### config.mk
export PLATFORM = sky130hd
export DESIGN_NAME = circular_deque
export DESIGN_NICKNAME = d
export VERILOG_FILES = /design/src/design/dq_pkg.sv /design/src/design/dq_cell.sv /design/src/design/circular_deque.sv
export SDC_FILE = /design/constraint.sdc
export NUM_CORES = 1
export LEC_CHECK = 0
export ABC_CLOCK_PERIOD_IN_PS = 5700
export BUFFER_PORTS_ARGS = -buffer_cell sky130_fd_sc_hd__buf_2
export CORE_MARGIN = 10
export CORE_UTILIZATION = 50
export DETAILED_ROUTE_END_ITERATION = 8
export GPL_TIMING_DRIVEN = 0
export PLACE_DENSITY = 0.7
export SKIP_CTS_REPAIR_TIMING = 1
export SYNTH_ARGS = -nofsm -noshare
export SYNTH_HDL_FRONTEND = slang
export SYNTH_SLANG_ARGS = --single-unit
### constraint.sdc
create_clock -name clk -period 5.7 [get_ports clk]
set_clock_uncertainty 0.15 [all_clocks]
set_input_delay 0.285 -clock clk [delete_from_list [all_inputs] [get_ports clk]]
set_output_delay 0.285 -clock clk [all_outputs]
set_load 0.01 [all_outputs]
### src/design/dq_pkg.sv
// Shared types and constants for the circular deque.
// The cell row and the top level both use this package.
package dq_pkg;

  // Entry width and capacity register width.
  localparam int DATA_W    = 32;
  localparam int CAP_W     = 5;
  localparam int DEPTH_DEF = 16;

  // Capacity after reset.
  localparam logic [CAP_W-1:0] CAP_RESET = CAP_W'(16);

  // Value shown at both ends of an empty deque.
  localparam logic [DATA_W-1:0] EMPTY_MARK = '1;

  // Configuration register indexes.
  localparam logic REG_CAPACITY = 1'b0;

  // Commands carried by an input item.
  typedef enum logic [1:0] {
    CMD_INS_FRONT = 2'd0,
    CMD_INS_BACK  = 2'd1,
    CMD_DEL_FRONT = 2'd2,
    CMD_DEL_BACK  = 2'd3
  } dq_cmd_t;

  // Per-cycle control broadcast to every cell of the row.
  typedef struct packed {
    logic              ins_front;
    logic              ins_back;
    logic              del_front;
    logic              del_back;
    logic [DATA_W-1:0] value;
  } dq_ctl_t;

endpackage

### src/design/dq_cell.sv
// One storage cell of the deque row: an entry and its valid bit.
// Depends on dq_pkg; the top level chains DEPTH of these cells.
module dq_cell
  import dq_pkg::*;
(
  input  logic              clk,
  input  logic              rst,
  input  dq_ctl_t           ctl,
  input  logic              left_valid,
  input  logic [DATA_W-1:0] left_data,
  input  logic              right_valid,
  input  logic [DATA_W-1:0] right_data,
  output logic              valid,
  output logic [DATA_W-1:0] data,
  output logic [DATA_W-1:0] back_tap
);

  // Valid bits form a thermometer: inserts shift a one in from the front,
  // deletes shift a zero in from the back.
  always_ff @(posedge clk) begin
    if (rst) begin
      valid <= 1'b0;
    end else begin
      priority if (ctl.ins_front || ctl.ins_back) begin
        valid <= left_valid;
      end else if (ctl.del_front || ctl.del_back) begin
        valid <= right_valid;
      end else begin
        valid <= valid;
      end
    end
  end

  // Front insert shifts entries toward the back, front delete shifts them
  // toward the front, and a back insert fills the first empty cell.
  always_ff @(posedge clk) begin
    priority if (ctl.ins_front) begin
      data <= left_data;
    end else if (ctl.ins_back && !valid && left_valid) begin
      data <= ctl.value;
    end else if (ctl.del_front) begin
      data <= right_data;
    end else begin
      data <= data;
    end
  end

  // The last occupied cell offers its entry as the back value.
  assign back_tap = (valid && !right_valid) ? data : '0;

endmodule

### src/design/circular_deque.sv
// Circular deque: a double-ended queue held in a row of shifting cells.
// An accepted item updates the cell row and sets the pending flag; the result
// register is then loaded from the updated row. The input is held off while
// the pending flag is set, and while a result waits.
// Reset (synchronous, active high) empties the deque and sets capacity to 16.
// Depends on dq_pkg and dq_cell.
module circular_deque
  import dq_pkg::*;
#(
  parameter int DEPTH = DEPTH_DEF
) (
  input  logic        clk,
  input  logic        rst,
  // Input item, fields from bit 0: command[1:0], value[33:2], zero pad.
  input  logic        s_tvalid,
  output logic        s_tready,
  input  logic [39:0] s_tdata,
  // Result item, fields from bit 0: ok[0], is_empty[1], is_full[2],
  // front_value[34:3], back_value[66:35], zero pad.
  output logic        m_tvalid,
  input  logic        m_tready,
  output logic [71:0] m_tdata,
  // Configuration port.
  input  logic        psel,
  input  logic        penable,
  input  logic        pwrite,
  input  logic [2:0]  paddr,
  input  logic [31:0] pwdata,
  output logic [31:0] prdata,
  output logic        pready
);

  localparam int CNT_W = $clog2(DEPTH + 1);
  localparam int CMP_W = (CNT_W > CAP_W) ? CNT_W : CAP_W;

  logic [CAP_W-1:0]  capacity;
  logic [CNT_W-1:0]  occupancy;
  logic              pending;
  logic              pending_ok;

  logic              out_valid;
  logic              out_ok;
  logic              out_empty;
  logic              out_full;
  logic [DATA_W-1:0] out_front;
  logic [DATA_W-1:0] out_back;

  dq_cmd_t           command;
  logic [DATA_W-1:0] value;
  logic              accept;
  logic              cmd_ok;
  logic [CMP_W-1:0]  eff_cap;
  logic [CMP_W-1:0]  occ_ext;
  dq_ctl_t           ctl;

  logic [DEPTH-1:0]  cell_valid;
  logic [DATA_W-1:0] cell_data [DEPTH];
  logic [DATA_W-1:0] cell_tap  [DEPTH];
  logic [DATA_W-1:0] back_sel;

  // Configuration register; reads at its index return the capacity, others zero.
  assign pready = 1'b1;
  assign prdata = (paddr[2] == REG_CAPACITY) ? 32'(capacity) : '0;

  always_ff @(posedge clk) begin
    if (rst) begin
      capacity <= CAP_RESET;
    end else if (psel && penable && pwrite && pready && paddr[2] == REG_CAPACITY) begin
      capacity <= pwdata[CAP_W-1:0];
    end
  end

  // Input item decode and success test against the effective capacity.
  assign command = dq_cmd_t'(s_tdata[1:0]);
  assign value   = s_tdata[33:2];
  assign s_tready = !pending && (!out_valid || m_tready);
  assign accept   = s_tvalid && s_tready;

  assign eff_cap = (CMP_W'(capacity) > CMP_W'(DEPTH)) ? CMP_W'(DEPTH) : CMP_W'(capacity);
  assign occ_ext = CMP_W'(occupancy);

  always_comb begin
    cmd_ok = 1'b0;
    unique case (command)
      CMD_INS_FRONT, CMD_INS_BACK: cmd_ok = (occ_ext < eff_cap);
      CMD_DEL_FRONT, CMD_DEL_BACK: cmd_ok = (occupancy != '0);
      default:                     cmd_ok = 1'b0;
    endcase
  end

  // Control broadcast to the cell row; only successful commands act.
  always_comb begin
    ctl           = '0;
    ctl.value     = value;
    ctl.ins_front = accept && cmd_ok && (command == CMD_INS_FRONT);
    ctl.ins_back  = accept && cmd_ok && (command == CMD_INS_BACK);
    ctl.del_front = accept && cmd_ok && (command == CMD_DEL_FRONT);
    ctl.del_back  = accept && cmd_ok && (command == CMD_DEL_BACK);
  end

  // Occupancy count and the evaluate flag for the cycle after an item.
  always_ff @(posedge clk) begin
    if (rst) begin
      occupancy <= '0;
      pending   <= 1'b0;
    end else begin
      pending <= accept;
      if (ctl.ins_front || ctl.ins_back) begin
        occupancy <= occupancy + CNT_W'(1);
      end else if (ctl.del_front || ctl.del_back) begin
        occupancy <= occupancy - CNT_W'(1);
      end
    end
  end

  always_ff @(posedge clk) begin
    if (accept) begin
      pending_ok <= cmd_ok;
    end
  end

  // Row of cells; cell 0 holds the front entry.
  for (genvar i = 0; i < DEPTH; i++) begin : g_cell
    logic              lv;
    logic [DATA_W-1:0] ld;
    logic              rv;
    logic [DATA_W-1:0] rd;

    if (i == 0) begin : g_first
      assign lv = 1'b1;
      assign ld = value;
    end else begin : g_inner_l
      assign lv = cell_valid[i-1];
      assign ld = cell_data[i-1];
    end

    if (i == DEPTH - 1) begin : g_last
      assign rv = 1'b0;
      assign rd = '0;
    end else begin : g_inner_r
      assign rv = cell_valid[i+1];
      assign rd = cell_data[i+1];
    end

    dq_cell u_cell (
      .clk         (clk),
      .rst         (rst),
      .ctl         (ctl),
      .left_valid  (lv),
      .left_data   (ld),
      .right_valid (rv),
      .right_data  (rd),
      .valid       (cell_valid[i]),
      .data        (cell_data[i]),
      .back_tap    (cell_tap[i])
    );
  end

  // At most one cell marks itself last, so an OR over the taps selects it.
  always_comb begin
    back_sel = '0;
    for (int i = 0; i < DEPTH; i++) begin
      back_sel = back_sel | cell_tap[i];
    end
  end

  // Result register, loaded in the cycle after the item is accepted, from the updated row.
  always_ff @(posedge clk) begin
    if (rst) begin
      out_valid <= 1'b0;
    end else if (pending) begin
      out_valid <= 1'b1;
    end else if (m_tready) begin
      out_valid <= 1'b0;
    end
  end

  always_ff @(posedge clk) begin
    if (pending) begin
      out_ok    <= pending_ok;
      out_empty <= (occupancy == '0);
      out_full  <= (occ_ext >= eff_cap);
      out_front <= (occupancy == '0) ? EMPTY_MARK : cell_data[0];
      out_back  <= (occupancy == '0) ? EMPTY_MARK : back_sel;
    end
  end

  assign m_tvalid = out_valid;
  assign m_tdata  = {5'b0, out_back, out_front, out_full, out_empty, out_ok};

`ifndef SYNTH
  // A raised pending flag is always followed by a valid result in the next cycle.
  a_result_follows: assert property (@(posedge clk) disable iff (rst)
    pending |=> m_tvalid)
    else $error("result missing after accepted item");

  // The count never exceeds the number of cells.
  a_occ_bound: assert property (@(posedge clk) disable iff (rst)
    occ_ext <= CMP_W'(DEPTH))
    else $error("occupancy above depth");

  // The valid bits of the row agree with the occupancy count.
  a_valid_count: assert property (@(posedge clk) disable iff (rst)
    $countones(cell_valid) == 32'(occupancy))
    else $error("cell valid bits disagree with occupancy");

  // Valid bits stay a thermometer from the front cell.
  a_thermo: assert property (@(posedge clk) disable iff (rst)
    $onehot0(cell_valid & ~(cell_valid << 1)) && (cell_valid[0] || cell_valid == '0))
    else $error("cell valid bits not contiguous from the front");
`endif

endmodule

==> flow_summary.ini, run 1 <==
[routing]
wirelength_um = 132000
drtIter0Drc = 3631
ant_nets = 0
wl_per_cell_um = 37.0
drc = 0
drt-vias-per-instance = 7.03
vias = 25077
dr.pass1.iters = 6

[layout]
layout-drive-gt1-share_pct = 28.4
nFillCells = 5458
area_growth_pct = 13.1
nNetsFinal = 2717

[sta]
final.setup.tns_ns = -0.627
relSlewSlack_pct = -11.2
period_share_pct = 101
clock.fmax_mhz = 174
fin_ws_ns = -0.0525
rsz0062_at_grt = false
setup_viol = 17
holdWs_ns = -0.00220
slew_violations = 164
hold_violations = 1
worstMarginPinSlew_ns = 1.67
finalCriticalPeriod_ns = 5.75

[synthesis]
synthTopCellsByArea = edfxtp_1 51%, mux2_1 18%, mux2_2 12%
synth_area_sq_um = 34300
synth_top_family_by_area = multiplexers
synth-xor-area-share_pct = 0.0255
ys_seq_elements = 608
yosys_warnings = 0
synth_edf_count = 580
yosys.area.top_type = edfxtp_1
synth-compound-area-share_pct = 8.19
synth-seq-area-share_pct = 52.4
synthDistinctLibCells = 47
post_synth_fa_ha_maj_area_fraction_pct = 0.219
synth_common_cells = 580 x edfxtp_1, 551 x mux2_1, 378 x mux2_2
synth_top_cell_area_share_pct = 50.7
syn_avg_cell_area_sq_um = 14.4
netlist_instances = 2378
post_synth_mux_area_share_pct = 31.0
synth.most_common_cell = edfxtp_1
async_reset_ff_share_pct = 0
dominantRegCellSynth = edfxtp_1
synth-simple-area-share_pct = 3.98

[clock_tree]
cts_buffer_depth = 3
clock_latency_ns = 0.64
cts_tree = done
cts.sinks = 608
clockRootBuffer = clkbuf_16
cts_buffers = 69
cts_max_level = 3
path_clk_slew_ns = 0.06

[placed_design]
post-place-ws_ns = 0.0938
hpwl_um = 88100
routabilityCongestion = 0.983
numPortBuffers = 120

[power_and_ir_drop]
ir_drop_v = 0.000229
power_mw = 12.3
power.density_nw_per_um2 = 316
leakagePower_nw = 13.1

[die]
start_util_pct = 50.2
die_y_um = 282
fp.dieW_um = 282
placement_rows = 96
core-area_sq_um = 68300
num_io_pins = 189
dieArea_sq_um = 79500

[hold_path]
min-delay-path-class = input pin to flop

[critical_path]
crit_type = flop to flop
path_max_fanout = 17
crit_path_start_kind = flop
crit_required_ns = 5.88
arrival_ns = 5.93
end_kind = flop

[grt]
grt_antenna_before_repair = 9
grt_pass1_vias = 24701
grt_pass1_wl_um = 184000
grtUsageTotal_pct = 32.5
globalRouteOverflowTotal = 0
grt_max_degree = 36

[flow_run]
maxCapViolations = 16

[status]
violations = negative hold slack, max-capacitance violations, max-slew violations, negative setup slack
status = finished, violations left
[per-layer routing]
layer / vias up / track usage [%] / wire length [um] / part of all wire (%)
li1: 9947 / - / - / -
met1: 12556 / 40.4 / 48000 / 36
met2: 2035 / 48.4 / 57000 / 43
met3: 531 / 10.8 / 17800 / 13
met4: 8 / 20.1 / 9300 / 7.0
met5: - / 0 / 52 / 0.039
[final timing paths]
path / startpoint / end / slack [ns] / cells past startpoint
max: g_cell[11].u_cell.valid / g_cell[12].u_cell.data[16] / -0.05 / 8
min: s_tdata[32] / g_cell[6].u_cell.data[30] / -0.002 / 3
max reg2reg: g_cell[11].u_cell.valid / g_cell[12].u_cell.data[16] / -0.05 / 8
min reg2reg: pending_ok / out_ok / 0.28 / 0
[where the power goes]
group | leakage (nW) | total [mW] | internal [mW] | switching, mW
Clock | 1.02 | 4.32 | 2.40 | 1.92
Sequential | 5.52 | 5.58 | 5.33 | 0.245
Combinational | 6.55 | 2.38 | 0.841 | 1.54
[state kept, by name (all words and copies together), names as in the netlist]
| signal | flops |
|---|---|
| out_ok | 1 |
| m_tvalid | 1 |
| pending | 1 |
| out_full | 1 |
| out_front | 32 |
| g_cell.u_cell.valid | 16 |
| pending_ok | 1 |
| g_cell.u_cell.data | 512 |
| out_empty | 1 |
| capacity | 5 |
| occ_ext | 5 |
| out_back | 32 |
[worst max-delay path, stage by stage (launching register included)]
cell      delay [ns]
dfxtp_1         0.39
nor2b_1         0.15
clkbuf_1        0.98
clkbuf_1        1.05
clkbuf_2        0.76
buf_1           0.96
nand2_1         0.16
nand2_2         0.54
buf_16          0.25
[metrics by stage]
| stage | utilization, % | cell area [sq um] | std cells |
|---|---|---|---|
| 4_1_cts | 56.6 | 38700 | 3556 |
| 3_3_place_gp | 52.9 | 36200 | 3411 |
| 3_5_place_dp | 53.6 | 36600 | 3431 |
| 5_1_grt | 56.8 | 38800 | 3565 |
| 6_report | 56.8 | 38800 | 3567 |
| 2_1_floorplan | - | 34400 | 2409 |
[cells by family (layout without fill, tap and decap cells)]
group,count (synthesis),after routing
adder cells (fa/ha/maj),6,6
flip-flops,608,608
multiplexers,947,947
AND/OR/NAND/NOR,205,205
XOR/XNOR,1,1
buffers and inverters,269,543
other,2,35
AO/OA/AOI/OAI,340,340
[layout by cell type, fill, tap and decap left out, types with 10 or more instances in the layout]
| master | count |
|---|---|
| buf_2 | 173 |
| clkbuf_16 | 71 |
| buf_1 | 25 |
| nand2_1 | 22 |
| nand2_2 | 15 |
| clkinv_1 | 23 |
| nor4b_4 | 14 |
| conb_1 | 33 |
| buf_6 | 31 |
| mux2i_1 | 18 |
| buf_4 | 37 |
| a221oi_1 | 125 |
| dfxtp_1 | 27 |
| clkbuf_1 | 129 |
| nand2b_1 | 34 |
| nand3_1 | 36 |
| and3_1 | 31 |
| mux2_1 | 551 |
| mux2_2 | 378 |
| a22oi_1 | 38 |
| nor2b_1 | 23 |
| a211oi_1 | 15 |
| edfxtp_1 | 580 |
| buf_12 | 10 |
| a21oi_1 | 22 |
| a22o_1 | 125 |
| nor2_1 | 16 |
[cell type report]
cell class	count	area [sq um]	area share, %
antenna	2	5.00	0.0129
buffer	259	1400	3.61
clock buffer	89	1860	4.80
clock inverter	36	229	0.590
inverter	10	37.5	0.0967
multi-input combinational	1532	15100	38.9
sequential	608	18000	46.3
tap	882	1100	2.84
timing repair buffer	149	1110	2.86
(Power assumes the default switching activity.)
==> run 2, diff against run 1 <==
--- a/config.mk
+++ b/config.mk
@@ -7,7 +7,7 @@
 export LEC_CHECK = 0
 export ABC_CLOCK_PERIOD_IN_PS = 5700
 export BUFFER_PORTS_ARGS = -buffer_cell sky130_fd_sc_hd__buf_2
-export CORE_MARGIN = 10
+export CORE_MARGIN = 2
 export CORE_UTILIZATION = 50
 export DETAILED_ROUTE_END_ITERATION = 8
 export GPL_TIMING_DRIVEN = 0
==> run 2 against run 1 <==
  * The flow still finishes with violations (negative hold slack, max-capacitance violations, max-slew violations, negative setup slack)
  * Non-clock buffer count fell by 1
  * Global-route usage up 4.0 points
  * Cell count is essentially flat
  * Wire length down 0.72%
  * First-iteration DRC count up 0.58%
  * Final area up 0.11%
  * Setup slack gained 0.036 ns
  * Register-to-register slack improved by 0.04 ns
  * Power up 1.6%
  * Flip-flop and latch count did not move
  * Via count down 0.14%
  * Sequential share of layout area shrank 0.052 points
  * Critical endpoint is now g_cell[13].u_cell.data[6]
  * Highest routed layer unchanged
==> flow_summary.ini, run 2 (synthesis gave the netlist of run 1 again) <==
[status]
status = finished, violations left
violations = negative hold slack, max-capacitance violations, max-slew violations, negative setup slack

[placed_design]
routabilityCongestion = 0.982
place_area_sq_um = 36600
hpwl_um = 87100
numPortBuffers = 120
dp_cells = 3431
post-place-ws_ns = 0.486

[critical_path]
arrival_ns = 5.88
crit_family = buffers and inverters
r2r-end = g_cell[13].u_cell.data[6]
crit_type = flop to flop
startpoint = g_cell[12].u_cell.valid
reg2reg_depth = 8
slowest_delay_ns = 1.25
crit_required_ns = 5.87
r2r_slack_ns = -0.02
crit_end = g_cell[13].u_cell.data[6]
end_kind = flop
worst_path_max_delay_cell = clkbuf_1
path_max_fanout = 24
crit_top_cell = clkbuf_1
crit_path_start_kind = flop
crit_buf_inv = 5
crit_path_cell_trace = nor2b_1 > clkbuf_1 > clkbuf_1 > clkbuf_1 > buf_1 > nand2_1 > nand2_2 > buf_12
regToRegStartpoint = g_cell[12].u_cell.valid
path_depth = 8

[clock_tree]
clock_latency_ns = 0.65
cts_buffer_depth = 3
cts.sinks = 608
cts_buffers = 69
clockRootBuffer = clkbuf_16
cts_tree = done
path_clk_slew_ns = 0.06
cts_max_level = 3

[routing]
drt-vias-per-instance = 7.02
wirelength_um = 131000
drc = 0
vias = 25042
wl_per_cell_um = 36.8
drtIter0Drc = 3652
ant_nets = 0
dr.pass1.iters = 8

[sta]
setup_viol = 1
fin_ws_ns = -0.0164
worstMarginPinSlew_ns = 1.69
rsz0062_at_grt = false
slew_violations = 159
period_share_pct = 100
hold_violations = 4
clock.fmax_mhz = 175
relSlewSlack_pct = -12.9
finalCriticalPeriod_ns = 5.72
holdWs_ns = -0.00514

[die]
placement_rows = 96
num_io_pins = 189
start_util_pct = 50.3
core-area_sq_um = 68200
fp.dieW_um = 266
die_y_um = 266
dieArea_sq_um = 70800

[grt]
grt_antenna_before_repair = 6
grt_max_degree = 39
grt_pass1_vias = 24459
grt_pass1_wl_um = 182000
globalRouteOverflowTotal = 0
grtUsageTotal_pct = 36.5

[layout]
area_growth_pct = 13.2
nFillCells = 5513
seq_area_sq_um = 18000
reg_top3 = g_cell.u_cell.data x512, out_back x32, out_front x32
final_common_cell = edfxtp_1
largest_reg_flops = 512
fin_cells = 3565
multiInputGateArea_sq_um = 15100
regMostFlops = g_cell.u_cell.data
nNetsFinal = 2716
layout-drive-gt1-share_pct = 28.6
layout_common_cells = 580 x edfxtp_1, 551 x mux2_1, 378 x mux2_2, 173 x buf_2, 130 x clkbuf_1
final_area_sq_um = 38900

[hold_path]
min-delay-path-class = input pin to flop

[power_and_ir_drop]
ir_drop_v = 0.000260
leakagePower_nw = 13.1
power.density_nw_per_um2 = 321

[flow_run]
maxCapViolations = 15
run 2: cell type report:
cell class	instances	share of cell area (%)
tap	882	2.84
buffer	259	3.60
clock buffer	86	4.66
multi-input combinational	1532	38.8
sequential	608	46.3
timing repair buffer	148	2.69
inverter	10	0.0966
antenna	1	0.00644
clock inverter	39	1.01
run 2: metal layers:
layer	global-route usage [%]	wire [um]
met4	22.4	9270
met3	12.8	17700
met2	54.3	56600
met1	45.5	47500
met5	0.624	118
run 2: report_power, final:
group	internal (mW)	switching, mW
Sequential	5.33	0.244
Clock	2.58	1.95
Combinational	0.832	1.53
Total	8.75	3.72
run 2: worst min path at each step:
| stage | depth (start not counted) | from | end | slack [ns] |
|---|---|---|---|---|
| global placement | 0 | pending_ok | out_ok | 0.25 |
| floorplan | 0 | pending_ok | out_ok | 0.25 |
| CTS | 3 | pwdata[0] | capacity[0] | -0.26 |
| finish | 3 | s_tdata[14] | g_cell[6].u_cell.data[12] | -0.005 |
| global route | 3 | s_tdata[12] | g_cell[6].u_cell.data[10] | 0.03 |
| detailed placement | 0 | pending_ok | out_ok | 0.26 |
run 2: through the flow:
stage / hold WS [ns] / power, mW / util (%) / TNS, ns
floorplan: 0.250 / 6.85 / - / 0
global placement: 0.253 / 7.82 / 53.0 / -520.28
detailed placement: 0.262 / 7.90 / 53.6 / 0
CTS: -0.261 / 12.3 / 56.8 / 0
global route: 0.0270 / 12.7 / 57.0 / 0
finish: -0.00514 / 12.5 / 57.0 / -0.0164
run 2: worst min-delay path, cell delays in order:
cell and delay [ns]:
buf_2 0.15, mux2_1 0.14, mux2_1 0.11
